## src/rtl/core/eqrs_pkg.sv

```systemverilog
// ----------------------------------------------------------------------------
// eqrs_pkg: shared types and helpers for the ECG QRS pre-processing chain
// Holds the word formats that travel between the front end, the back end and
// the queues, and the truncating power-of-two divisions used by both ends.
// ----------------------------------------------------------------------------
package eqrs_pkg;

	localparam int DATA_W          = 32;
	localparam int LP_DIV_SHIFT    = 5;
	localparam int SLOPE_DIV_SHIFT = 3;

	typedef logic [DATA_W-1:0] data_t;

	// Word handed from the front end to the back end.
	typedef struct packed {
		data_t lowpass;
		data_t highpass;
	} mid_word_t;

	// Result word, one per accepted sample.
	typedef struct packed {
		data_t lowpass_out;
		data_t highpass_out;
		data_t slope_out;
		data_t squared_out;
		data_t window_avg_out;
	} out_word_t;

	// Signed divide by 32, rounding toward zero: bias negative values first.
	function automatic data_t div32_trunc(input data_t v);
		data_t b;
		b = v + {{(DATA_W-LP_DIV_SHIFT){1'b0}}, {LP_DIV_SHIFT{v[DATA_W-1]}}};
		return {{LP_DIV_SHIFT{b[DATA_W-1]}}, b[DATA_W-1:LP_DIV_SHIFT]};
	endfunction

	// Signed divide by 8, rounding toward zero.
	function automatic data_t div8_trunc(input data_t v);
		data_t b;
		b = v + {{(DATA_W-SLOPE_DIV_SHIFT){1'b0}}, {SLOPE_DIV_SHIFT{v[DATA_W-1]}}};
		return {{SLOPE_DIV_SHIFT{b[DATA_W-1]}}, b[DATA_W-1:SLOPE_DIV_SHIFT]};
	endfunction

endpackage

```

## src/rtl/core/eqrs_front.sv

```systemverilog
// ----------------------------------------------------------------------------
// eqrs_front: sample intake, low-pass and high-pass filters
// A five-stage lockstep pipeline that stalls only when the middle queue is
// full and its last stage holds a word.
// ----------------------------------------------------------------------------
module eqrs_front #(
	parameter int SAMPLE_BITS = 12
) (
	input  logic                          clk,
	input  logic                          arst_n,
	input  logic                          push,
	output logic                          full,
	input  logic signed [SAMPLE_BITS-1:0] sample,
	input  logic                          mid_full,
	output logic                          mid_push,
	output eqrs_pkg::mid_word_t           mid_word
);

	localparam int LP_TAPS = 12;
	localparam int LP_X6   = 5;
	localparam int LP_X12  = 11;
	localparam int HP_TAPS = 32;
	localparam int HP_X16  = 15;
	localparam int HP_X17  = 16;
	localparam int HP_X32  = 31;
	localparam int STAGES  = 5;

	logic                          adv;
	logic                          acc;
	logic [STAGES-1:0]             vld_q;
	logic signed [SAMPLE_BITS-1:0] xd_q [LP_TAPS];
	eqrs_pkg::data_t               hx_q [HP_TAPS];
	eqrs_pkg::data_t               lp1_q;
	eqrs_pkg::data_t               lp2_q;
	eqrs_pkg::data_t               hp_q;
	eqrs_pkg::data_t               x_ext;
	eqrs_pkg::data_t               x6_ext;
	eqrs_pkg::data_t               x12_ext;
	eqrs_pkg::data_t               lp_next;
	eqrs_pkg::data_t               hp_next;
	eqrs_pkg::data_t               t_s1;
	eqrs_pkg::data_t               q_s2;
	eqrs_pkg::data_t               a_s4;
	eqrs_pkg::data_t               p_s4;
	eqrs_pkg::data_t               r_s4;
	eqrs_pkg::data_t               lp_s4;
	eqrs_pkg::data_t               lp_s5;

	// The whole pipe moves unless the last stage is blocked.
	assign adv  = !(vld_q[STAGES-1] && mid_full);
	assign full = !adv;
	assign acc  = push && adv;

	assign x_ext   = eqrs_pkg::data_t'(32'(sample));
	assign x6_ext  = eqrs_pkg::data_t'(32'(xd_q[LP_X6]));
	assign x12_ext = eqrs_pkg::data_t'(32'(xd_q[LP_X12]));

	assign lp_next = {lp1_q[30:0], 1'b0} - lp2_q + q_s2;
	assign hp_next = hp_q + p_s4 + r_s4 - a_s4;

	// Filter state: delay lines and recurrences.
	always_ff @(posedge clk or negedge arst_n) begin
		if (!arst_n) begin
			vld_q <= '0;
			lp1_q <= '0;
			lp2_q <= '0;
			hp_q  <= '0;
			for (int i = 0; i < LP_TAPS; i++) begin
				xd_q[i] <= '0;
			end
			for (int i = 0; i < HP_TAPS; i++) begin
				hx_q[i] <= '0;
			end
		end else if (adv) begin
			vld_q <= {vld_q[STAGES-2:0], acc};
			if (acc) begin
				xd_q[0] <= sample;
				for (int i = 1; i < LP_TAPS; i++) begin
					xd_q[i] <= xd_q[i-1];
				end
			end
			if (vld_q[1]) begin
				lp1_q <= lp_next;
				lp2_q <= lp1_q;
			end
			if (vld_q[2]) begin
				hx_q[0] <= lp1_q;
				for (int i = 1; i < HP_TAPS; i++) begin
					hx_q[i] <= hx_q[i-1];
				end
			end
			if (vld_q[3]) begin
				hp_q <= hp_next;
			end
		end
	end

	// Pipeline payload.
	always_ff @(posedge clk) begin
		if (adv) begin
			t_s1  <= x_ext - {x6_ext[30:0], 1'b0} + x12_ext;
			q_s2  <= eqrs_pkg::div32_trunc(t_s1);
			a_s4  <= eqrs_pkg::div32_trunc(lp1_q);
			p_s4  <= hx_q[HP_X16] - hx_q[HP_X17];
			r_s4  <= eqrs_pkg::div32_trunc(hx_q[HP_X32]);
			lp_s4 <= lp1_q;
			lp_s5 <= lp_s4;
		end
	end

	assign mid_push = vld_q[STAGES-1] && !mid_full;
	assign mid_word = '{lowpass: lp_s5, highpass: hp_q};

endmodule

```

## config.mk

```make
export PLATFORM = sky130hd
export DESIGN_NAME = eqrs_front
export DESIGN_NICKNAME = d
export VERILOG_FILES = /design/src/rtl/core/eqrs_pkg.sv /design/src/rtl/core/eqrs_front.sv
export SDC_FILE = /design/constraint.sdc
export NUM_CORES = 2
export LEC_CHECK = 0
export ABC_AREA = 1
export BUFFER_PORTS_ARGS = -buffer_cell sky130_fd_sc_hd__buf_2
export CAP_MARGIN = 20
export CORE_UTILIZATION = 55
export DETAILED_ROUTE_END_ITERATION = 6
export GPL_TIMING_DRIVEN = 0
export PLACE_DENSITY = 0.74
export SLEW_MARGIN = 20
export SYNTH_ARGS = -nofsm -noshare
export SYNTH_HDL_FRONTEND = slang
export SYNTH_SLANG_ARGS = --single-unit
```

## constraint.sdc

```tcl
create_clock -name clk -period 3.88 [get_ports clk]
set_input_delay 0.776 -clock clk [delete_from_list [all_inputs] [get_ports clk]]
set_output_delay 0.776 -clock clk [all_outputs]
set_load 0.01 [all_outputs]
```

==> results.md <==
- Result of the run: finished, final reports clean
- Layer with the highest usage after global routing: met2
- Setup TNS: 0 ns
- Mean area per synthesized cell: 9.112 µm²
- Via/cell ratio: 5.232
- Most numerous cell in the Yosys netlist: sky130_fd_sc_hd__nand2_1
- Core Region: 116400 µm²
- Max Fanout on Critical Path: 6
- Total vias in the final route: 47001
- Congestion Overflow GR: 0
- Clk Tree Root Cell: sky130_fd_sc_hd__clkbuf_16
- Highest clock rate: 274.6 MHz
- Top-level port count: 82
- Endpoint class of the critical path: flop
- Filler cell count in the final layout: 9675
- Worst stage delay on the critical path: 0.91 ns
- Number of synthesized flops with an enable pin: 192
- Top_reg_cell synth: sky130_fd_sc_hd__dfrtp_1
- Worst EP arrival: 4.24 ns
- Number of global-route vias before repair: 46669
- Number of logic stages on the critical path including buffering: 11
- Hold violation count in the final report: 0
- Multi-input gate area in the final layout: 21330 µm²
- Die area: 118900 µm²
- Kind of start point of the critical path: flop
- Post-synthesis cell count: 7095
- Number of buffers inserted during clock tree synthesis: 150
- Cell chain of the critical path: inv_1 -> fa_1 -> inv_1 -> ha_1 -> nand2_1 -> nand2_1 -> a21oi_1 -> nand3_1 -> or2_2 -> nand3_1 -> o21ai_0
- Count of synthesis-stage warnings from yosys: 0
- Crit-path slowest cell: sky130_fd_sc_hd__dfrtp_1
- Die X-Extent: 344.9 µm
- Wirelength per Cell: 17.43 µm
- Routed wire length: 156600 µm
- Proportion of layout cells with a drive suffix above 1: 7.507%
- NumNets Final: 7584
- Count of nets left with antenna violations after detail routing: 0
- Slew at the pin closest to its max-slew limit: 0.9447 ns
- Cell type with the highest aggregate area in the netlist: sky130_fd_sc_hd__dfrtp_1
- Synthesized net count: 7338
- Synthesized area: 64650 µm²
- Fin crit period: 3.642 ns
- Share of Yosys cell area claimed by the top area cell type: 49.12%
- Met1 usage: 36.44%
- Wire length of the first global-routing pass: 250800 µm
- Starting density of the core: 55.56%
- Setup repair bufs after CTS: 0
- Total Routing Usage GR: 27.08%
- Layout Area Growth over Synthesis: 11.63%
- Count of final max-slew check failures: 0
- Sum of net half-perimeters after detailed placement: 116300 µm
- Buffers & Inverters on Critical Path: 2
- Post-route worst hold slack: 0.3515 ns
- Placement Cell Area: 67320 µm²
- Hold bufs inserted after CTS: 1
- Global routing usage on met2: 45.07%
- Synth unique cells: 49
- Setup violators final: 0
- Port bufs: 81
- Clk pin slew, worst setup/hold paths: 0.06 ns
- Maximum number of pins on one net before global-route repair: 139
- H-tree depth: 4
- Share of synthesized registers carrying an async set or reset: 86.86%
- Die height: 344.9 µm
- Number of antenna violations at the first check in global routing: 5
- Ranking of synthesized cells by area: sky130_fd_sc_hd__dfrtp_1 (49%), sky130_fd_sc_hd__edfxtp_1 (8.9%), sky130_fd_sc_hd__nand2_1 (8.3%)
- Setup repair after global routing missed its margin: false
- Max Cap Violations: 0
- Number of sinks handled by clock tree synthesis: 1461
- CTS tree: yes
- Start-to-end type of the worst setup path: flop to flop
- Clock latency at the later pin of the worst-skew pair: 0.77 ns
- Layout Skew: 0.03088 ns
- Global placement routability congestion: 0.9354
- Headroom to the max-slew limit: 36.79%
- Hold Path Depth: 3
- Non-filler cells in the finished layout: 8984
- Number of diodes added for antenna fixing: 0
- Sequential cell area in the final layout: 37520 µm²
- Met3 usage: 4.409%
- CTS-repair resized insts: 0
- Final Cycle Share: 93.87%
- Leading cell types by count after synthesis: sky130_fd_sc_hd__nand2_1 (1430), sky130_fd_sc_hd__dfrtp_1 (1269), sky130_fd_sc_hd__inv_1 (1194)
- Router iterations before antenna repair: 5
- Synthesis-stage register bit count: 1461
- Placed Cells: 8712
- Maximum count of clock buffers along a single path: 3
- Core Rows: 125
- Fin area: 72170 µm²
- DRT iter0 DRCs: 3440
- Residual DRC: 0
- Worst hold-check path type: primary input to flop
- Required time reported for the critical path endpoint: 4.47 ns
- Path depth of the worst reg2reg path: 11
- Cell family contributing the most delay on the critical path: adder cells
- Sequential area share after synthesis: 58.04%
==> worst paths after layout <==
path                                 startpoint                    end  slack (ns)
setup / recovery           lp1_q[9]$_DFFE_PN0P_  lp1_q[13]$_DFFE_PN0P_        0.24
hold / removal                        sample[3]  xd_q[135]$_DFFE_PN0P_        0.35
setup reg to reg           lp1_q[9]$_DFFE_PN0P_  lp1_q[13]$_DFFE_PN0P_        0.24
hold reg to reg             lp_s4[26]$_DFFE_PN_    lp_s5[26]$_DFFE_PN_        0.41
max in group asynchronous                arst_n  hx_q[845]$_DFFE_PN0P_        1.17
min in group asynchronous                arst_n   hx_q[87]$_DFFE_PN0P_        0.54
==> layout by cell type, fill, tap and decap left out, types with 6 or more instances in the layout <==
master / Yosys / routed
sky130_fd_sc_hd__inv_2: 7 / 7
sky130_fd_sc_hd__mux2_2: 10 / 10
sky130_fd_sc_hd__xnor2_1: 43 / 43
sky130_fd_sc_hd__buf_16: 0 / 12
sky130_fd_sc_hd__dfrtp_1: 1269 / 1269
sky130_fd_sc_hd__nor3_1: 28 / 28
sky130_fd_sc_hd__a21oi_1: 645 / 645
sky130_fd_sc_hd__fa_1: 106 / 106
sky130_fd_sc_hd__nand3b_1: 8 / 8
sky130_fd_sc_hd__clkbuf_8: 0 / 24
sky130_fd_sc_hd__o21a_1: 18 / 18
sky130_fd_sc_hd__o21ai_1: 7 / 7
sky130_fd_sc_hd__nand2_1: 1430 / 1430
sky130_fd_sc_hd__edfxtp_1: 192 / 192
sky130_fd_sc_hd__nor2_1: 742 / 742
sky130_fd_sc_hd__or2_2: 6 / 6
sky130_fd_sc_hd__buf_2: 188 / 268
sky130_fd_sc_hd__xor2_1: 54 / 54
sky130_fd_sc_hd__clkbuf_1: 87 / 129
sky130_fd_sc_hd__clkinv_2: 0 / 23
sky130_fd_sc_hd__o21ai_0: 707 / 707
sky130_fd_sc_hd__ha_1: 121 / 121
sky130_fd_sc_hd__nand4_1: 28 / 28
sky130_fd_sc_hd__nor4_1: 7 / 7
sky130_fd_sc_hd__nand3_1: 131 / 131
sky130_fd_sc_hd__clkbuf_16: 0 / 153
sky130_fd_sc_hd__and2_1: 9 / 9
sky130_fd_sc_hd__inv_1: 1194 / 1194
sky130_fd_sc_hd__o21bai_1: 10 / 10
sky130_fd_sc_hd__inv_6: 0 / 7
==> flip-flops by register name, summed over array words and instances (netlist names), 12 cells and up <==
register  cells
a_s4         27
hp_q         32
hx_q       1024
lp1_q        32
lp2_q        32
lp_s4        32
lp_s5        32
p_s4         32
q_s2         27
r_s4         27
t_s1         15
x12_ext      12
x6_ext       12
xd_q        120
==> routing by layer <==
metal	share of wire (%)	up-vias	wire (µm)
met4	2.8	2	4434
met3	5.1	274	7908
met5	0.024	-	38
met1	43	23036	68020
met2	49	1049	76160
li1	-	22640	-
==> per-stage QoR <==
stage                     setup WS (ns)  util (%)
after CTS                        0.3513     62.02
after global routing            0.09344     62.02
after detailed placement         0.1945     57.86
after global placement           -25.02     57.55
final                            0.2380     62.02
after floorplan                  0.6492         -
==> worst reg2reg max path: stages, from the launching register on <==
cell and delay [ns]:
sky130_fd_sc_hd__dfrtp_1 0.91, sky130_fd_sc_hd__inv_1 0.32, sky130_fd_sc_hd__fa_1 0.60, sky130_fd_sc_hd__inv_1 0.05, sky130_fd_sc_hd__ha_1 0.34, sky130_fd_sc_hd__nand2_1 0.08, sky130_fd_sc_hd__nand2_1 0.07, sky130_fd_sc_hd__a21oi_1 0.29
sky130_fd_sc_hd__nand3_1 0.26, sky130_fd_sc_hd__or2_2 0.34, sky130_fd_sc_hd__nand3_1 0.09, sky130_fd_sc_hd__o21ai_0 0.14
==> final cells by class <==
| type | instances | share of cell area, % |
|---|---|---|
| clock inverters | 52 | 0.7247 |
| well taps | 1524 | 2.642 |
| plain buffers | 282 | 1.803 |
| inverters | 1202 | 6.255 |
| repair buffers | 94 | 1.054 |
| flip-flops and latches | 1461 | 51.99 |
| clock buffers | 219 | 5.981 |
| multi-input cells | 4150 | 29.55 |
==> cells by family (layout without fill, tap and decap cells) <==
family                   Yosys count  in the layout  share of synthesized area [%]
AO/OA/AOI/OAI                   1401           1401                          11.01
adder cells (fa/ha/maj)          227            227                          5.624
flip-flops                      1461           1461                          58.04
AND/OR/NAND/NOR                 2415           2415                          14.84
buffers and inverters           1484           1849                          8.995
XOR/XNOR                          97             97                          1.314
multiplexers                      10             10                         0.1742
Power is not shown: default switching activity piles up to over one toggle a cycle in this logic, so the estimate is an artifact.
