## config.mk

```make
export PLATFORM = sky130hd
export DESIGN_NAME = eqrs_back
export DESIGN_NICKNAME = d
export VERILOG_FILES = /design/src/rtl/core/eqrs_pkg.sv /design/src/rtl/core/eqrs_ram.sv /design/src/rtl/core/eqrs_back.sv
export SDC_FILE = /design/constraint.sdc
export NUM_CORES = 2
export LEC_CHECK = 0
export CAP_MARGIN = 20
export CORE_MARGIN = 10
export CORE_UTILIZATION = 58
export DETAILED_ROUTE_END_ITERATION = 16
export DONT_BUFFER_PORTS = 1
export GPL_TIMING_DRIVEN = 0
export PLACE_DENSITY = 0.76
export SYNTH_ARGS = -nofsm -noshare
export SYNTH_HDL_FRONTEND = slang
export SYNTH_SLANG_ARGS = --single-unit
```

## constraint.sdc

```tcl
create_clock -name clk -period 54.7 [get_ports clk]
set_clock_uncertainty 0.2 [all_clocks]
set_input_delay 8.205 -clock clk [delete_from_list [all_inputs] [get_ports clk]]
set_output_delay 8.205 -clock clk [all_outputs]
set_load 0.02 [all_outputs]
```

## src/rtl/core/eqrs_pkg.sv

```systemverilog
// ----------------------------------------------------------------------------
// eqrs_pkg: shared types and helpers for the ECG QRS pre-processing chain
// Holds the word formats that travel between the front end, the back end and
// the queues, and the truncating power-of-two divisions used by both ends.
// ----------------------------------------------------------------------------
package eqrs_pkg;

	localparam int DATA_W          = 32;
	localparam int LP_DIV_SHIFT    = 5;
	localparam int SLOPE_DIV_SHIFT = 3;

	typedef logic [DATA_W-1:0] data_t;

	// Word handed from the front end to the back end.
	typedef struct packed {
		data_t lowpass;
		data_t highpass;
	} mid_word_t;

	// Result word, one per accepted sample.
	typedef struct packed {
		data_t lowpass_out;
		data_t highpass_out;
		data_t slope_out;
		data_t squared_out;
		data_t window_avg_out;
	} out_word_t;

	// Signed divide by 32, rounding toward zero: bias negative values first.
	function automatic data_t div32_trunc(input data_t v);
		data_t b;
		b = v + {{(DATA_W-LP_DIV_SHIFT){1'b0}}, {LP_DIV_SHIFT{v[DATA_W-1]}}};
		return {{LP_DIV_SHIFT{b[DATA_W-1]}}, b[DATA_W-1:LP_DIV_SHIFT]};
	endfunction

	// Signed divide by 8, rounding toward zero.
	function automatic data_t div8_trunc(input data_t v);
		data_t b;
		b = v + {{(DATA_W-SLOPE_DIV_SHIFT){1'b0}}, {SLOPE_DIV_SHIFT{v[DATA_W-1]}}};
		return {{SLOPE_DIV_SHIFT{b[DATA_W-1]}}, b[DATA_W-1:SLOPE_DIV_SHIFT]};
	endfunction

endpackage

```

## src/rtl/core/eqrs_ram.sv

```systemverilog
// ----------------------------------------------------------------------------
// eqrs_ram: generic simple dual-port RAM
// One write port and one read port; read data is registered.
// ----------------------------------------------------------------------------
module eqrs_ram #(
	parameter int WIDTH = 32,
	parameter int DEPTH = 30
) (
	input  logic                                   clk,
	input  logic                                   we,
	input  logic [((DEPTH > 1) ? $clog2(DEPTH) : 1)-1:0] waddr,
	input  logic [WIDTH-1:0]                       wdata,
	input  logic                                   re,
	input  logic [((DEPTH > 1) ? $clog2(DEPTH) : 1)-1:0] raddr,
	output logic [WIDTH-1:0]                       rdata
);

	logic [WIDTH-1:0] mem [DEPTH];
	logic [WIDTH-1:0] rdata_q;

	always_ff @(posedge clk) begin
		if (we) begin
			mem[waddr] <= wdata;
		end
		if (re) begin
			rdata_q <= mem[raddr];
		end
	end

	assign rdata = rdata_q;

endmodule

```

## src/rtl/core/eqrs_back.sv

```systemverilog
// ----------------------------------------------------------------------------
// eqrs_back: derivative, squaring and moving-window average
// A ten-stage lockstep pipeline fed from the middle queue. The window store
// is a RAM read one stage ahead; the average uses a reciprocal multiply.
// ----------------------------------------------------------------------------
module eqrs_back #(
	parameter int WINDOW_LENGTH = 30
) (
	input  logic                clk,
	input  logic                arst_n,
	input  logic                mid_empty,
	output logic                mid_pop,
	input  eqrs_pkg::mid_word_t mid_word,
	input  logic                out_full,
	output logic                out_push,
	output eqrs_pkg::out_word_t out_word
);

	localparam int          PW     = (WINDOW_LENGTH > 1) ? $clog2(WINDOW_LENGTH) : 1;
	localparam int          STAGES = 10;
	localparam int          SL_TAPS = 4;
	localparam logic [31:0] WLEN   = 32'(WINDOW_LENGTH);
	// floor(2^32 / WINDOW_LENGTH), kept inside 32 bits.
	localparam logic [31:0] RECIP  = (WINDOW_LENGTH == 1) ? 32'hFFFF_FFFF :
	                                 32'(64'h1_0000_0000 / WINDOW_LENGTH);

	logic                adv;
	logic                take;
	logic [STAGES-1:0]   vld_q;
	eqrs_pkg::data_t     sx_q [SL_TAPS];
	eqrs_pkg::data_t     sum_q;
	logic [PW-1:0]       pos_q;
	logic                wrapped_q;
	logic                ram_re;
	logic                ram_we;
	eqrs_pkg::data_t     ram_rdata;
	eqrs_pkg::data_t     old_val;
	logic [63:0]         sq_full;
	logic [63:0]         prod_full;
	logic [63:0]         qw_full;

	eqrs_pkg::data_t     t_s1;
	eqrs_pkg::out_word_t pl_s1, pl_s2, pl_s3, pl_s4, pl_s5, pl_s6, pl_s7, pl_s8, pl_s9;
	eqrs_pkg::out_word_t pl_s10;
	logic                zero_s4;
	logic                byp_s4;
	eqrs_pkg::data_t     bypd_s4;
	logic [PW-1:0]       waddr_s4;
	eqrs_pkg::data_t     m_s6, m_s7, m_s8;
	logic                neg_s6, neg_s7, neg_s8, neg_s9;
	logic [63:0]         prod_s7;
	eqrs_pkg::data_t     q0_s8, qw_s8;
	eqrs_pkg::data_t     qc_s9;

	assign adv     = !(vld_q[STAGES-1] && out_full);
	assign take    = adv && !mid_empty;
	assign mid_pop = take;

	// The window entry for the item leaving stage 3 is read as it moves on.
	assign ram_re = vld_q[2] && adv;
	assign ram_we = vld_q[3] && adv;

	eqrs_ram #(
		.WIDTH(eqrs_pkg::DATA_W),
		.DEPTH(WINDOW_LENGTH)
	) u_window_ram (
		.clk   (clk),
		.we    (ram_we),
		.waddr (waddr_s4),
		.wdata (pl_s4.squared_out),
		.re    (ram_re),
		.raddr (pos_q),
		.rdata (ram_rdata)
	);

	// Entries not yet written since reset read as zero; a read that meets the
	// write of the same entry in the same cycle takes the new value.
	assign old_val   = zero_s4 ? '0 : (byp_s4 ? bypd_s4 : ram_rdata);
	assign sq_full   = {32'd0, pl_s2.slope_out} * {32'd0, pl_s2.slope_out};
	assign prod_full = {32'd0, m_s6} * {32'd0, RECIP};
	assign qw_full   = {32'd0, prod_s7[63:32]} * {32'd0, WLEN};

	always_ff @(posedge clk or negedge arst_n) begin
		if (!arst_n) begin
			vld_q     <= '0;
			sum_q     <= '0;
			pos_q     <= '0;
			wrapped_q <= 1'b0;
			for (int i = 0; i < SL_TAPS; i++) begin
				sx_q[i] <= '0;
			end
		end else if (adv) begin
			vld_q <= {vld_q[STAGES-2:0], take};
			if (take) begin
				sx_q[0] <= mid_word.highpass;
				for (int i = 1; i < SL_TAPS; i++) begin
					sx_q[i] <= sx_q[i-1];
				end
			end
			if (vld_q[2]) begin
				if (pos_q == PW'(WINDOW_LENGTH - 1)) begin
					pos_q     <= '0;
					wrapped_q <= 1'b1;
				end else begin
					pos_q <= pos_q + 1'b1;
				end
			end
			if (vld_q[3]) begin
				sum_q <= sum_q - old_val + pl_s4.squared_out;
			end
		end
	end

	always_ff @(posedge clk) begin
		if (adv) begin
			// Stage 1: derivative numerator.
			t_s1  <= {mid_word.highpass[30:0], 1'b0} + sx_q[0] - sx_q[2]
			         - {sx_q[3][30:0], 1'b0};
			pl_s1 <= '{lowpass_out: mid_word.lowpass, highpass_out: mid_word.highpass,
			           default: '0};
			// Stage 2: slope.
			pl_s2 <= '{lowpass_out: pl_s1.lowpass_out, highpass_out: pl_s1.highpass_out,
			           slope_out: eqrs_pkg::div8_trunc(t_s1), default: '0};
			// Stage 3: square.
			pl_s3 <= '{lowpass_out: pl_s2.lowpass_out, highpass_out: pl_s2.highpass_out,
			           slope_out: pl_s2.slope_out, squared_out: sq_full[31:0],
			           default: '0};
			// Stage 4: window read result lines up here.
			pl_s4    <= pl_s3;
			zero_s4  <= !wrapped_q;
			byp_s4   <= vld_q[3] && (waddr_s4 == pos_q);
			bypd_s4  <= pl_s4.squared_out;
			waddr_s4 <= pos_q;
			// Stage 5: running sum is in sum_q.
			pl_s5 <= pl_s4;
			// Stage 6: magnitude of the sum.
			pl_s6  <= pl_s5;
			m_s6   <= sum_q[31] ? (~sum_q + 1'b1) : sum_q;
			neg_s6 <= sum_q[31];
			// Stage 7: reciprocal multiply.
			pl_s7   <= pl_s6;
			prod_s7 <= prod_full;
			m_s7    <= m_s6;
			neg_s7  <= neg_s6;
			// Stage 8: quotient estimate times the window length.
			pl_s8  <= pl_s7;
			q0_s8  <= prod_s7[63:32];
			qw_s8  <= qw_full[31:0];
			m_s8   <= m_s7;
			neg_s8 <= neg_s7;
			// Stage 9: the estimate is low by at most one.
			pl_s9  <= pl_s8;
			qc_s9  <= ((m_s8 - qw_s8) >= WLEN) ? q0_s8 + 1'b1 : q0_s8;
			neg_s9 <= neg_s8;
			// Stage 10: restore the sign.
			pl_s10 <= '{lowpass_out: pl_s9.lowpass_out, highpass_out: pl_s9.highpass_out,
			            slope_out: pl_s9.slope_out, squared_out: pl_s9.squared_out,
			            window_avg_out: neg_s9 ? (~qc_s9 + 1'b1) : qc_s9};
		end
	end

	assign out_push = vld_q[STAGES-1] && !out_full;
	assign out_word = pl_s10;

endmodule

```

==> flow_summary_export.csv <==
group,metric,value,unit
run_status,status,"finished clean",
yosys,async_flop_share,6.83,%
drt,drcViolationCount,0,
yosys,yosysSeqAreaShare,64.3,%
yosys,ys.flop_type,"edfxtp_1",
cts,cts_sinks,2561,
min_path,hp-class,"register to register",
sta,hold_viol,0,
worst_setup_path,cp.arrival,10230,ps
yosys,synth-seq-cells,2561,
yosys,synth_cells,7085,
cts,ctsHoldBuffers,0,
grt,grt_pass1_wl,387,mm
worst_setup_path,ff2ff_setup_slack,45460,ps
worst_setup_path,crit_path_end,"mid_pop",
worst_setup_path,rr_worst_depth,25,
cts,clk_pin_slew,60,ps
sta,setup_viol,0,
grt,grt-ovfl-total,0,
sta,finalCriticalPeriod,18630,ps
floorplan,initial_core_util,58.4,%
placed_design,dpl.hpwl,172,mm
drt,first_pass_iters,6,
worst_setup_path,rr_startpoint,"pl_s2[67]",
worst_setup_path,critPathKind,"input pin to output pin",
drt,drt-initial-drc-count,5572,
worst_setup_path,cp-end-kind,"output pin",
floorplan,boundaryPins,230,
sta,period_share,34.1,%
yosys,synth_area_per_cell,16.7,um^2
layout,num_antenna_cells,0,
grt,grt_pass1_vias,63400,
floorplan,die_height,471,um
sta,setup_tns,0,ps
yosys,synth_fp_nets,8260,
worst_setup_path,start_kind,"input pin",
layout,nets,8620,
cts,post_cts_buffers,0,
grt,grt_max_degree,176,
cts,cts_made_buffers,276,
cts,ctsResizeCount,0,
cts,insertion_delay,930,ps
yosys,syn-cell-area,118000,um^2
sta,relSlewSlack,18.7,%
sta,rsz0062_at_grt,"false",
layout,nFillCells,13600,
placed_design,portBuffers,0,
drt,routed_wirelength,256,mm
cts,cts_buffer_depth,4,
cts,h-tree-depth,5,
drt,vias_per_cell,5.79,
yosys,yosys_warnings,0,
worst_setup_path,path_max_fanout,10,
layout,final_common_cell,"edfxtp_1",
yosys,yosys.cell_types.count,84,
layout,final_cell_mix,"edfxtp_1 (2386), inv_1 (969), fa_1 (628)",
layout,final_util,65.4,%
sta,worstMarginPinSlew,1220,ps
yosys,synth-edff-count,2386,
sta,max_freq,53.7,MHz
drt,wl_per_cell,24.8,um
grt,track_usage,22.9,%
yosys,yosysTopAreaCell,"edfxtp_1",
sta,drv_slew,0,
drt,via_count,59700,
flow_run,cap_viol_max_count,0,
cts,cts-root-buf,"clkbuf_16",
layout,area_delta_synth_final,12.0,%
grt,antenna_found_initial,14,
floorplan,die_area,222000,um^2
worst_setup_path,r2r-end,"pl_s3[63]",
worst_setup_path,crit_start,"out_full",
floorplan,core_area,203000,um^2
placed_design,gp_congestion,0.908,
layout,drive_above_1_share,12.9,%
worst_setup_path,worstPathRequired,46300,ps
floorplan,die_w,471,um
cts,cts_tree,"yes",
drt,ant_nets,0,
floorplan,rows,165,
yosys,synth_top_area_share,60.6,%
yosys,synth.area.top_cells,"edfxtp_1 (61%), fa_1 (11%), mux4_2 (5.3%)",
==> how the worst min path moves through the flow <==
stage / startpoint / end / slack (ps) / depth (start not counted)
final: pl_s7[107] / pl_s8[107] / 190 / 0
after CTS: pl_s7[107] / pl_s8[107] / 200 / 0
after detailed placement: m_s7[30] / m_s8[30] / 200 / 0
after global routing: pl_s7[107] / pl_s8[107] / 200 / 0
after global placement: pl_s2[156] / pl_s3[156] / 200 / 0
after floorplan: m_s7[10] / m_s8[10] / 200 / 0
==> critical path, stage by stage <==
cell      delay (ps)
a21oi_1          830
clkbuf_1         510
clkbuf_1         670
==> state kept, by name, indices dropped and copies added, names as in the netlist, 31 cells and up <==
name	cells
m_s6	32
m_s7	31
m_s8	31
out_word	155
pl_s1	64
pl_s2	93
pl_s3	123
pl_s4	123
pl_s5	93
pl_s6	123
pl_s7	123
pl_s8	123
pl_s9	123
qw_s8	31
sum_q	32
sx_q	127
t_s1	32
u_window_ram.mem	930
u_window_ram.rdata	31
==> cells in the mapped netlist, types with 7 or more instances <==
cell type and number:
edfxtp_1 2386, inv_1 969, fa_1 628, ha_1 479, nand2_1 286, mux4_2 279, xnor2_1 214, nor2_1 185
o21ai_0 180, dfrtp_1 175, and2_1 152, clkbuf_1 142, mux2_2 140, a21oi_1 124, xor2_1 73, nor3_1 54
a21o_1 51, nand3_1 46, and3_1 43, mux2i_1 37, o21a_1 35, nand2b_1 33, nor2b_1 28, o31ai_1 28
nand4_1 24, buf_1 22, o21bai_1 22, a211oi_1 20, or3_1 18, a31oi_1 14, o211ai_1 12, or4_1 11
nand3_2 10, o41ai_1 9, nand3b_1 8, nor4_1 8, a211o_1 7, a21boi_0 7, o2111ai_1 7, or2_2 7
==> per-layer routing <==
layer,vias up,part of all wire (%),track usage (%)
met5,-,0.027,0
met1,30500,37,28.2
met4,12,4.2,9.02
met2,2289,52,40.3
li1,26200,-,-
met3,648,6.2,3.96
==> stage by stage <==
| step | area, um^2 | hold WS [ps] | setup WS [ps] | cells |
|---|---|---|---|---|
| after floorplan | 118000 | 200 | 21130 | 7085 |
| after global placement | 122000 | 200 | 11100 | 9757 |
| after detailed placement | 123000 | 205 | 36030 | 9806 |
| after CTS | 132000 | 196 | 35990 | 10300 |
| after global routing | 132000 | 200 | 35970 | 10300 |
| final | 132000 | 189 | 36070 | 10300 |
==> final cells by class <==
type / instances / area [um^2] / share of cell area (%)
Multi-Input combinational cell: 3374 / 38000 / 28.7
Sequential cell: 2561 / 76000 / 57.4
Clock inverter: 142 / 1500 / 1.13
Tap cell: 2672 / 3340 / 2.53
Clock buffer: 332 / 7270 / 5.49
Inverter: 973 / 3650 / 2.76
Buffer: 177 / 722 / 0.545
Timing Repair Buffer: 82 / 1860 / 1.40
==> logic make-up after synthesis <==
logic type	count (synthesis)	synth area share, %
other	2	0.00635
adders and majority gates	1107	15.7
xor gates and xnor gates	287	2.13
muxes	456	6.96
AOI/OAI and AO/OA	588	3.22
DFF	2561	64.3
buffers and inverters	1150	3.69
and+or+nand+nor	934	3.96
Power is not shown: default switching activity piles up to over one toggle a cycle in this logic, so the estimate is an artifact.
