<file path="config.mk">
export PLATFORM = sky130hd
export DESIGN_NAME = eqrs_fifo
export DESIGN_NICKNAME = d
export VERILOG_FILES = /design/src/rtl/core/eqrs_fifo.sv
export SDC_FILE = /design/constraint.sdc
export NUM_CORES = 1
export LEC_CHECK = 0
export BUFFER_PORTS_ARGS = -buffer_cell sky130_fd_sc_hd__buf_2
export CORE_MARGIN = 8
export CORE_UTILIZATION = 52
export CTS_CLUSTER_DIAMETER = 100
export DETAILED_ROUTE_END_ITERATION = 10
export PLACE_DENSITY = 0.76
export SETUP_SLACK_MARGIN = 0.15
export SLEW_MARGIN = 20
export SYNTH_ARGS = -nofsm -noshare
export SYNTH_HDL_FRONTEND = slang
export SYNTH_SLANG_ARGS = --single-unit
</file>
<file path="constraint.sdc">
create_clock -name clk -period 5.2 [get_ports clk]
set_input_delay 0.78 -clock clk [delete_from_list [all_inputs] [get_ports clk]]
set_output_delay 0.78 -clock clk [all_outputs]
set_load 0.005 [all_outputs]
</file>
<file path="src/rtl/core/eqrs_fifo.sv">
// ----------------------------------------------------------------------------
// eqrs_fifo: small register-based queue
// Full and empty come straight from the fill count register.
// ----------------------------------------------------------------------------
module eqrs_fifo #(
	parameter int WIDTH = 64,
	parameter int DEPTH = 2
) (
	input  logic             clk,
	input  logic             arst_n,
	input  logic             push,
	input  logic [WIDTH-1:0] wdata,
	output logic             full,
	input  logic             pop,
	output logic [WIDTH-1:0] rdata,
	output logic             empty
);

	localparam int PW = (DEPTH > 1) ? $clog2(DEPTH) : 1;
	localparam int CW = $clog2(DEPTH + 1);

	logic [WIDTH-1:0] mem_q [DEPTH];
	logic [PW-1:0]    wptr_q;
	logic [PW-1:0]    rptr_q;
	logic [CW-1:0]    cnt_q;
	logic             do_push;
	logic             do_pop;

	assign full    = (cnt_q == CW'(DEPTH));
	assign empty   = (cnt_q == '0);
	assign rdata   = mem_q[rptr_q];
	assign do_push = push && !full;
	assign do_pop  = pop && !empty;

	always_ff @(posedge clk or negedge arst_n) begin
		if (!arst_n) begin
			wptr_q <= '0;
			rptr_q <= '0;
			cnt_q  <= '0;
		end else begin
			if (do_push) begin
				wptr_q <= (wptr_q == PW'(DEPTH - 1)) ? '0 : wptr_q + 1'b1;
			end
			if (do_pop) begin
				rptr_q <= (rptr_q == PW'(DEPTH - 1)) ? '0 : rptr_q + 1'b1;
			end
			if (do_push && !do_pop) begin
				cnt_q <= cnt_q + 1'b1;
			end else if (do_pop && !do_push) begin
				cnt_q <= cnt_q - 1'b1;
			end
		end
	end

	always_ff @(posedge clk) begin
		if (do_push) begin
			mem_q[wptr_q] <= wdata;
		end
	end

endmodule

</file>
==> results of run 1 <==
report_power, final:
group	total (mW)	leakage, nW	switching [mW]	internal [mW]
registers	1.58	1.23	0.125	1.46
logic	0.997	1.08	0.427	0.570
clock network	1.12	0.273	0.400	0.721
cells in the final DEF (no fill, tap or decap), types with 3 or more instances in the layout:
| cell type | netlist | layout |
|---|---|---|
| sky130_fd_sc_hd__clkbuf_16 | 0 | 16 |
| sky130_fd_sc_hd__dfrtp_1 | 4 | 3 |
| sky130_fd_sc_hd__buf_2 | 1 | 133 |
| sky130_fd_sc_hd__bufinv_16 | 0 | 3 |
| sky130_fd_sc_hd__clkbuf_1 | 0 | 3 |
| sky130_fd_sc_hd__xnor2_1 | 3 | 3 |
| sky130_fd_sc_hd__mux2_4 | 50 | 50 |
| sky130_fd_sc_hd__clkinv_2 | 0 | 5 |
| sky130_fd_sc_hd__edfxtp_1 | 128 | 128 |
| sky130_fd_sc_hd__mux2_2 | 14 | 14 |
per-layer routing:
layer / up-vias / global-route usage, %
li1: 1158 / -
met1: 1201 / 15.4
met2: 91 / 22.2
met3: 16 / 5.80
met4: 0 / 7.90
met5: - / 0
final timing paths:
path	cells after the start	slack (ns)	endpoint
max	3	2.30	rdata[47]
min in group clk	1	0.46	mem_q[0][32]
min reg2reg	1	0.54	cnt_q[1]
max reg2reg	3	3.01	mem_q[1][36]
max in group asynchronous	1	5.00	rptr_q
min	1	0.07	wptr_q
final cells by class:
type | count | area, um2
flip-flops and latches | 132 | 3950
multi-input cells | 77 | 1010
clock buffers | 20 | 425
inverters | 2 | 7.51
fillers | 662 | 3180
well taps | 133 | 166
clock inverters | 12 | 138
repair buffers | 137 | 728
cells by family after synthesis:
family | after synthesis
and+or+nand+nor | 6
muxes | 64
adders and majority gates | 1
buffers and inverters | 9
xor gates and xnor gates | 5
AOI/OAI and AO/OA | 1
DFF | 132
synthesized netlist by cell type, drive strengths merged:
cell / count
o21ai: 1
dfrtp: 4
nor2: 3
ha: 1
nand2b: 1
edfxtp: 128
xor2: 2
xnor2: 3
mux2: 64
inv: 2
buf: 7
nand2: 1
and3: 1
through the flow:
| stage | utilization [%] | std cells | total power, mW | setup slack [ns] | area, um2 |
|---|---|---|---|---|---|
| finish | 66.9 | 513 | 3.70 | 2.30 | 6420 |
| floorplan | - | 218 | 2.26 | 1.17 | 5020 |
| global placement | 60.5 | 479 | 2.58 | 2.46 | 5810 |
| global route | 66.9 | 513 | 3.88 | 2.21 | 6420 |
| detailed placement | 60.5 | 479 | 2.61 | 2.41 | 5810 |
| CTS | 66.4 | 511 | 3.74 | 2.09 | 6370 |
registers in the layout, indices dropped and copies added, names as in the netlist:
register	count
mem_q	128
wptr_q	1
cnt_q	2
rptr_q	1
==> impl_results.md, run 1 <==
- Run status: completed
- Longest individual stage delay on the worst path: about 0.78 ns
- Transition time of the tightest slew-check pin: 0.651 ns
- Endpoints failing hold: 0
- Per-cell via count in the routed design: between 4 and 5
- IO buf count: between 100 and 150
- Cells traversed along the worst timing path: buf_16, mux2_2, buf_2
- Combinational family with the most area after synthesis: multiplexers
- Amount of wire on met3 after detailed routing: between 600 and 700 um
- Vias in the first global route: between 2000 and 3000
- Clock root buffer: sky130_fd_sc_hd__clkbuf_8
- Final clock skew: between 0.006 and 0.007 ns
- Total half-perimeter wirelength after legalization and detailed placement: 5830 um
- Number of placement rows: 36
- Clock tree from TritonCTS: done
- Htree depth: 4
- Maximum number of pins on one net before global-route repair: 66
- Post-Route Hold Slack: slightly below 0.07 ns
- Number of buffers added by the clock tree synthesis step: 17
- Dominant cell type by area after synthesis: sky130_fd_sc_hd__edfxtp_1
- Placer's final routability congestion estimate: between 0.6 and 0.7
- Library cells used by synthesis: 15
- Crit Reg-Reg Startpoint: cnt_q[0]
- Post-synthesis mux area share: about 18%
- Parity-gate share of the synthesized area counting xor and xnor cells: less than 1%
- CP delay by family, top: flip-flops
- Period Utilization, post-route: between 50% and 60%
- Achievable Freq: about 350 MHz
- Die footprint: roughly 13000 um2
- Launching instance or port of the critical path: rptr_q
- Final ANT Viol Nets: 0
- Number of buffer and inverter stages on the critical path: 2
- Global-route wire length before repair: around 14000 um
- Fraction of post-synthesis cell area in the top cell type by area: 76.6%
- Number of remaining DRC errors: 0
- Cell count after synthesis: 218
- Number of antenna violations at the first check in global routing: 0
- Share of final-layout standard cells stronger than drive strength 1: around 61%
- Synth Net Count: 287
- Leakage power of the design: between 2 and 3 nW
- Overall Global Routing Usage: ~14%
- Time the final worst path needs with I/O delays and setup: a little under 3 ns
- Mapped Avg Cell Area: about 23 um2
- Top layer used by detailed routing: met4
- Setup repair after global routing missed its margin: no
- # resized after CTS: 0
- Adder-Cell Fraction of Synth Area: less than 1%
- Growth of design area from synthesis to finish: 27.8%
- Detail Route met2 WL: between 4000 and 5000 um
- GRT overflow: 0
- Max clock buf depth: 2
- Cts-stage hold buffer count: 0
- Type of the worst setup path: register to output port
- Clock-pin slew of the registers on the worst-case setup and hold paths: roughly 0.06 ns
- Core region area: between 9000 and 10000 um2
- Antenna Diode Count: 0
- Number of top-level pins: about 130
- Setup-failing EPs final: 0
- Kind of end point of the critical path: output port
- Total number of vias: 2466
- Sequential share of the synthesized area: 78.5%
- Relative max-transition margin: 56.6%
- Total power density per cell area: around 580 nW/um2
- Arrival time at the worst endpoint: about 2.1 ns
- Critical Path Source Type: register
- Total of warnings raised by yosys: 0
- Basic-gate share of the synthesized area counting and, or, nand and nor cells: 0.548%
- Average routed wire per standard cell: ~17 um
- Number of maximum-capacitance constraint violations: 0
- Slowest CP cell: sky130_fd_sc_hd__dfrtp_4
- Clock network latency to the later pin of the worst-skew pair: about 0.5 ns
- Required @ worst endpoint: 4.42 ns
- Number of DRC markers after the initial detailed-route iteration: ~160
- Final total negative setup slack: 0 ns
- Clock sink count: ~130
- Starting density of the core: between 50% and 60%
- Cell area after technology mapping: 5020 um2
- WL met1: between 3000 and 4000 um
- Main area contributors after synthesis: sky130_fd_sc_hd__edfxtp_1 (77%), sky130_fd_sc_hd__mux2_4 (15%), sky130_fd_sc_hd__mux2_2 (3.1%)
- Final max-slew violation count: 0
- Complex-gate fraction of the synthesized area: less than 1%
- Number of nets in the finished design: 436
- Routed wire length: between 8000 and 9000 um
- Worst IR Drop VDD: between 0.4 and 0.5 mV
- Die Wd: 114 um
- Height of the die: about 110 um
- Max Fanout on Critical Path: 36
- Number of post-CTS setup repair buffers: 0
- Synthesis-stage register bit count: around 130
- Type of the tightest min-delay check: primary input to asynchronous set/reset pin
- Number of search-and-repair iterations in the first detailed-routing pass: 4
Power figures use the tool's default switching activity.
==> inputs of run 2 (changes only) <==
--- a/config.mk
+++ b/config.mk
@@ -5,6 +5,7 @@
 export SDC_FILE = /design/constraint.sdc
 export NUM_CORES = 1
 export LEC_CHECK = 0
+export ABC_AREA = 1
 export BUFFER_PORTS_ARGS = -buffer_cell sky130_fd_sc_hd__buf_2
 export CORE_MARGIN = 8
 export CORE_UTILIZATION = 52
==> constraint.sdc (replaced) <==
create_clock -name clk -period 2.9 [get_ports clk]
set_input_delay 0.435 -clock clk [delete_from_list [all_inputs] [get_ports clk]]
set_output_delay 0.435 -clock clk [all_outputs]
set_load 0.005 [all_outputs]
==> run 2 against run 1 <==
Net effect: highest routed layer unchanged; core utilization increased by 1.6 points; count of clock-buffer cells in the layout down 2; cell area decreased by 1.8%; sequential power up 72%; largest power group unchanged; worst setup slack got worse by 1.6 ns; largest cell class unchanged; worst hold slack gained 0.047 ns.
==> impl_results.md, run 2 <==
- Number of search-and-repair iterations in the first detailed-routing pass: 4 (unchanged)
- Period Utilization, post-route: between 70% and 80%
- Adder-Cell Fraction of Synth Area: 0.256% (+0.0068 points)
- Placer's final routability congestion estimate: 0.767 (+15%)
- Final total negative setup slack: 0 ns (unchanged)
- Overall Global Routing Usage: 16.1% (+2.2 points)
- Clock sink count: 132 (unchanged)
- Number of non-filler instances in the completed layout: 634 (+24%)
- Number of post-CTS setup repair buffers: 0 (unchanged)
- Number of DRC markers after the initial detailed-route iteration: 182 (+15%)
- Global-route wire length before repair: 15600 um (+15%)
- Die footprint: 12800 um2 (-2.3%)
- Cts-stage hold buffer count: 1 (+1)
- Kind of end point of the critical path: output port
- Number of remaining DRC errors: 0 (unchanged)
- Run status: completed
- Post-place setup slack: 0.967 ns (-1.44 ns)
- Relative max-transition margin: 56.2% (-0.38 points)
- Cells traversed along the worst timing path: buf_4, nand2_1, nand2_1, buf_2
- Clock network latency to the later pin of the worst-skew pair: 0.51 ns (about the same)
- Register ranked first by flip-flop count: mem_q
- Number of maximum-capacitance constraint violations: 0 (unchanged)
- # resized after CTS: 0 (unchanged)
- Average routed wire per standard cell: 16.1 um (-6.4%)
- Slowest CP cell: sky130_fd_sc_hd__buf_4
- Number of placement rows: 35 (-2.8%)
- Sequential share of the synthesized area: 80.7% (+2.1 points)
- Max clock buf depth: 2 (unchanged)
- Achievable Freq: roughly 450 MHz
- Total number of vias: 3086 (+25%)
- GRT overflow: 0 (unchanged)
- Mapped Avg Cell Area: 13.4 um2 (-42%)
- Fin util: 68.5% (+1.6 points)
- Arrival time at the worst endpoint: 1.79 ns (-0.33 ns)
- Total half-perimeter wirelength after legalization and detailed placement: 6890 um (+18%)
- Vias in the first global route: 3223 (+19%)
- Htree depth: 4 (unchanged)
- Height of the die: 113 um (-1.1%)
- Clock root buffer: sky130_fd_sc_hd__clkbuf_8
- Cell count after synthesis: 366 (+68%)
- Total power density per cell area: 1060 nW/um2 (+84%)
- Number of buffers added by the clock tree synthesis step: 17 (unchanged)
- Post-synthesis mux area share: 0% (-18 points)
- Share of final-layout standard cells stronger than drive strength 1: 33.1% (-28 points)
- Cell area after technology mapping: 4890 um2 (-2.6%)
- Final max-slew violation count: 0 (unchanged)
- Critical Path Most Common Cell: sky130_fd_sc_hd__nand2_1
- Synth Flop Type: sky130_fd_sc_hd__edfxtp_1
- Fraction of post-synthesis cell area in the top cell type by area: 78.6% (+2.1 points)
- Die Wd: 113 um (-1.1%)
- Synth Net Count: 435 (+52%)
- Commonest cells after routing, fill and taps aside: sky130_fd_sc_hd__nand2_1 (201), sky130_fd_sc_hd__buf_2 (133), sky130_fd_sc_hd__edfxtp_1 (128)
- Clock-pin slew of the registers on the worst-case setup and hold paths: 0.06 ns (about the same)
- Core region area: 9200 um2 (-4.1%)
- Post-synth EDFFs: 128 (unchanged)
- Final ANT Viol Nets: 0 (unchanged)
- Flip-flop count of the largest register, all copies and words added: 128 (unchanged)
- Final clock skew: 0.00636 ns (+0.000257 ns)
- Maximum number of pins on one net before global-route repair: 66 (unchanged)
- Time the final worst path needs with I/O delays and setup: about 2.2 ns
- IO buf count: 133 (unchanged)
- Parity-gate share of the synthesized area counting xor and xnor cells: 0.179% (-0.69 points)
- Dominant cell type by area after synthesis: sky130_fd_sc_hd__edfxtp_1
- Commonest cells post-synth: sky130_fd_sc_hd__nand2_1 (201), sky130_fd_sc_hd__edfxtp_1 (128), sky130_fd_sc_hd__buf_4 (8)
- Total of warnings raised by yosys: 0 (unchanged)
- Longest individual stage delay on the worst path: 0.54 ns (-0.24 ns)
- Library cells used by synthesis: 15 (unchanged)
- Count of filler cells inserted in the layout: 662 (unchanged)
- Clock tree from TritonCTS: done
- Routed wire length: 10200 um (+16%)
- Transition time of the tightest slew-check pin: 0.657 ns (+0.00568 ns)
- Worst IR Drop VDD: 0.544 mV (+23%)
- Critical Path Source Type: register
- Basic-gate share of the synthesized area counting and, or, nand and nor cells: 16.2% (+16 points)
- Setup-failing EPs final: 0 (unchanged)
- Share of synthesized flip-flops with an asynchronous set or reset: 3.03% (unchanged)
- Starting density of the core: 53.2% (+0.82 points)
- Type of the tightest min-delay check: primary input to register
- Most used standard cell by instance count after synthesis: sky130_fd_sc_hd__nand2_1
- Number of top-level pins: 134 (unchanged)
- Setup repair after global routing missed its margin: no
- Final worst setup slack: 0.673 ns (-1.63 ns)
- Required @ worst endpoint: 2.47 ns (-1.95 ns)
- Leakage power of the design: 2.75 nW (+6.3%)
- Per-cell via count in the routed design: 4.87 (+1.3%)
- Main area contributors after synthesis: sky130_fd_sc_hd__edfxtp_1 (79%), sky130_fd_sc_hd__nand2_1 (15%), sky130_fd_sc_hd__dfrtp_1 (2.0%)
- Placed cell count: 601 (+25%)
- Number of antenna violations at the first check in global routing: 1 (+1)
- Synthesis-stage register bit count: 132 (unchanged)
- Combinational family with the most area after synthesis: simple AND/OR/NAND/NOR gates
- Most common library cell in the layout ignoring fill and taps: sky130_fd_sc_hd__nand2_1
- Growth of design area from synthesis to finish: 28.9%
- Complex-gate fraction of the synthesized area: 0.205% (+0.11 points)
- Endpoints failing hold: 0 (unchanged)
- Type of the worst setup path: register to output port
- Number of nets in the finished design: 579 (+33%)
- Largest regs: mem_q x128, cnt_q x2
- Max Fanout on Critical Path: 65 (+81%)
==> run 2: metrics by stage <==
step | power (mW) | hold slack, ns | cell area, um2
after floorplan | 3.78 | 0.139 | 4890
after global placement | 4.55 | 0.243 | 5690
after detailed placement | 4.62 | 0.244 | 5690
after CTS | 6.76 | 0.0924 | 6300
after global routing | 7.05 | 0.0954 | 6300
final | 6.68 | 0.115 | 6300
==> run 2: cells by family after synthesis <==
group / count (synthesis)
XOR/XNOR: 1
flip-flops: 132
adder cells (fa/ha/maj): 1
AND/OR/NAND/NOR: 208
AO/OA/AOI/OAI: 2
buffers and inverters: 22
==> run 2: final timing paths <==
check,startpoint,to,slack [ns],depth (start not counted)
min,wdata[27],mem_q[1][27],0.11,1
max reg2reg,cnt_q[1],mem_q[1][20],1.00,4
max,rptr_q,rdata[3],0.67,4
max in group asynchronous,arst_n,rptr_q,2.49,2
min in group asynchronous,arst_n,wptr_q,0.28,2
min reg2reg,wptr_q,wptr_q,0.52,2
==> run 2: where the power goes <==
part	switching (mW)	internal (mW)	leakage, nW	total (mW)
Clock	0.744	1.39	0.281	2.13
Combinational	1.16	0.665	1.23	1.83
Sequential	0.114	2.60	1.24	2.72
Total	2.02	4.66	2.75	6.68
==> run 2: critical path, delay by kind of cell (launching register included) <==
family                 cells  cell delay [ns]
and+or+nand+nor            2             0.25
buffers and inverters      2             0.66
DFF                        1             0.36
==> run 2: final cells by class <==
cell class | count | area [um2] | area share (%)
inverter | 8 | 30.0 | 0.476
antenna | 1 | 2.50 | 0.0397
timing repair buffer | 139 | 751 | 11.9
clock buffer | 18 | 418 | 6.63
sequential | 132 | 3950 | 62.6
tap | 111 | 139 | 2.20
multi-input combinational | 212 | 832 | 13.2
clock inverter | 13 | 185 | 2.94
==> run 2: routing by layer <==
metal	vias to the layer above	track usage, %	wire [um]
met5	-	0	0
met1	1447	17.2	4030
met2	110	27.0	5150
met4	0	5.86	92
met3	11	7.88	937
li1	1518	-	-
==> inputs of run 3 (changes only) <==
--- a/config.mk
+++ b/config.mk
@@ -5,7 +5,7 @@
 export SDC_FILE = /design/constraint.sdc
 export NUM_CORES = 1
 export LEC_CHECK = 0
-export ABC_AREA = 1
+export ABC_AREA = 0
 export BUFFER_PORTS_ARGS = -buffer_cell sky130_fd_sc_hd__buf_2
 export CORE_MARGIN = 8
 export CORE_UTILIZATION = 52
==> constraint.sdc (replaced) <==
create_clock -name clk -period 2.2 [get_ports clk]
set_input_delay 0.33 -clock clk [delete_from_list [all_inputs] [get_ports clk]]
set_output_delay 0.33 -clock clk [all_outputs]
set_load 0.005 [all_outputs]
==> run 3 against run 2 <==
Net effect: worst hold slack lost 0.087 ns; count of clock-buffer cells in the layout grew 2; combinational power grew 46%; via count shrank 12%; non-clock buffer count grew 61; die area grew 2.3%; sequential share of layout area shrank 6.7 points; register-to-register slack lost 0.36 ns; power grew 33%; cell area grew 12%; final cell count shrank 9.1%; critical endpoint is now rdata[42]; critical path depth shrank 1.
==> impl_results.md, run 3 (synthesis results as in run 1) <==
- Relative max-transition margin: 76.0% (+20 points)
- Max clock buf depth: 2 (unchanged)
- Global-route wire length before repair: 15400 um (-1.6%)
- Clock tree from TritonCTS: done
- Die Wd: 114 um (+1.2%)
- Required @ worst endpoint: 1.87 ns (-0.60 ns)
- Share of final-layout standard cells stronger than drive strength 1: 54.2% (+21 points)
- Number of nets in the finished design: 499 (-14%)
- Flip-flop count of the largest register, all copies and words added: 128 (unchanged)
- Routed wire length: 9980 um (-2.3%)
- Antenna Diode Count: 0 (-1)
- Largest regs: mem_q x128, cnt_q x2
- Total half-perimeter wirelength after legalization and detailed placement: 6040 um (-12%)
- Worst IR Drop VDD: 0.782 mV (+44%)
- Arrival time at the worst endpoint: 1.70 ns (-0.09 ns)
- Number of top-level pins: 134 (unchanged)
- Height of the die: 114 um (+1.2%)
- Achievable Freq: ~490 MHz
- Core region area: 9590 um2 (+4.3%)
- Slowest CP cell: sky130_fd_sc_hd__dfrtp_4
- Endpoints failing hold: 0 (unchanged)
- Final ANT Viol Nets: 0 (unchanged)
- Clock sink count: 132 (unchanged)
- Commonest cells after routing, fill and taps aside: sky130_fd_sc_hd__buf_2 (133), sky130_fd_sc_hd__edfxtp_1 (128), sky130_fd_sc_hd__dlygate4sd3_1 (59)
- IO buf count: 133 (unchanged)
- Placer's final routability congestion estimate: 0.689 (-10%)
- Setup-failing EPs final: 0 (unchanged)
- Type of the worst setup path: register to output port
- Htree depth: 4 (unchanged)
- Count of filler cells inserted in the layout: 597 (-9.8%)
- Average routed wire per standard cell: 17.3 um (+7.6%)
- Die footprint: 13100 um2 (+2.3%)
- Setup repair after global routing missed its margin: yes
- Clock-pin slew of the registers on the worst-case setup and hold paths: 0.06 ns (about the same)
- Number of DRC markers after the initial detailed-route iteration: 149 (-18%)
- Run status: completed
- Placed cell count: 483 (-20%)
- Number of remaining DRC errors: 0 (unchanged)
- Number of placement rows: 36 (+2.9%)
- Post-place setup slack: 0.572 ns (-0.395 ns)
- CP delay by family, top: flip-flops
- Longest individual stage delay on the worst path: 0.47 ns (-0.07 ns)
- Final worst setup slack: 0.165 ns (-0.508 ns)
- Final clock skew: 0.00744 ns (+0.00108 ns)
- Cells traversed along the worst timing path: buf_12, mux2_2, buf_2
- Kind of end point of the critical path: output port
- Total placed instance area: 5890 um2 (+3.5%)
- Total number of vias: 2707 (-12%)
- Area of all placed cells without fillers: 7060 um2 (+12%)
- Number of buffers added by the clock tree synthesis step: 17 (unchanged)
- Period Utilization, post-route: 92.5%
- Transition time of the tightest slew-check pin: 0.357 ns (-0.300 ns)
- Number of search-and-repair iterations in the first detailed-routing pass: 4 (unchanged)
- Number of buffer and inverter stages on the critical path: 2 (unchanged)
- Clock root buffer: sky130_fd_sc_hd__clkbuf_8
- Clock network latency to the later pin of the worst-skew pair: 0.51 ns (about the same)
- Critical Path Source Type: register
- Final max-slew violation count: 0 (unchanged)
- Final total negative setup slack: 0 ns (unchanged)
- GRT overflow: 0 (unchanged)
- Post-Route Hold Slack: 0.0274 ns (-0.0871 ns)
- Number of antenna violations at the first check in global routing: 0 (-1)
- Number of non-filler instances in the completed layout: 576 (-9.1%)
- Max Fanout on Critical Path: 24 (-63%)
- Leakage power of the design: 2.85 nW (+3.8%)
- Maximum number of pins on one net before global-route repair: 65 (-1.5%)
- Growth of design area from synthesis to finish: 40.6%
- Overall Global Routing Usage: 15.9% (-0.15 points)
- Register ranked first by flip-flop count: mem_q
- Number of maximum-capacitance constraint violations: 0 (unchanged)
- Vias in the first global route: 3017 (-6.4%)
- Time the final worst path needs with I/O delays and setup: approximately 2.0 ns
- Type of the tightest min-delay check: primary input to register
- Per-cell via count in the routed design: 4.70 (-3.4%)
- Starting density of the core: 52.3% (-0.82 points)
- Most common library cell in the layout ignoring fill and taps: sky130_fd_sc_hd__buf_2
- Total power density per cell area: 1260 nW/um2 (+19%)
run 3: power by group:
group	total [mW]	internal [mW]	leakage [nW]	switching [mW]
Sequential	3.63	3.45	1.23	0.182
Combinational	2.68	1.50	1.35	1.18
Clock	2.58	1.58	0.269	0.995
Total	8.89	6.52	2.85	2.36
run 3: worst reg2reg max path: cells and delay by family, from the launching register on:
| family | cells | cell delay, ns |
|---|---|---|
| AND/OR/NAND/NOR | 3 | 0.49 |
| XOR/XNOR | 2 | 0.31 |
| adder cells (fa/ha/maj) | 1 | 0.20 |
| flip-flops | 1 | 0.43 |
| buffers and inverters | 1 | 0.06 |
run 3: final timing paths:
| kind | cells after the start | end | start | slack [ns] |
|---|---|---|---|---|
| min | 1 | mem_q[1][18] | wdata[18] | 0.03 |
| max | 3 | rdata[42] | rptr_q | 0.17 |
| min reg2reg | 1 | cnt_q[1] | cnt_q[1] | 0.53 |
| max reg2reg | 7 | cnt_q[1] | cnt_q[0] | 0.64 |
| max in group asynchronous | 2 | rptr_q | arst_n | 1.90 |
| min in group asynchronous | 2 | cnt_q[1] | arst_n | 0.16 |
run 3: layout make-up:
| cell class | instances | area, um2 | share of cell area (%) |
|---|---|---|---|
| clock buffer | 20 | 455 | 6.45 |
| timing repair buffer | 200 | 1370 | 19.4 |
| sequential | 132 | 3950 | 55.9 |
| clock inverter | 12 | 106 | 1.51 |
| inverter | 2 | 7.51 | 0.106 |
| multi-input combinational | 77 | 1010 | 14.3 |
| tap | 133 | 166 | 2.36 |
run 3: timing repair:
item / 4_1_cts / 5_1_grt
resized for setup: 1 / 0
endpoints found under the setup margin: 58 / 43
hold buffers: 59 / 0
setup buffers: 2 / 0
endpoints found under the hold margin: 120 / 0
run 3: routing by layer:
| layer | wire (um) | vias to the layer above | GRT usage, % |
|---|---|---|---|
| met2 | 5370 | 92 | 28.7 |
| met3 | 623 | 13 | 5.96 |
| met1 | 3830 | 1322 | 15.9 |
| li1 | - | 1280 | - |
| met4 | 150 | 0 | 7.28 |
| met5 | 0 | - | 0 |
run 3: through the flow:
| stage | power, mW | util, % |
|---|---|---|
| global route | 9.31 | 73.6 |
| finish | 8.89 | 73.6 |
| detailed placement | 6.28 | 61.4 |
| floorplan | 5.32 | - |
| CTS | 9.00 | 73.6 |
| global placement | 6.20 | 61.4 |
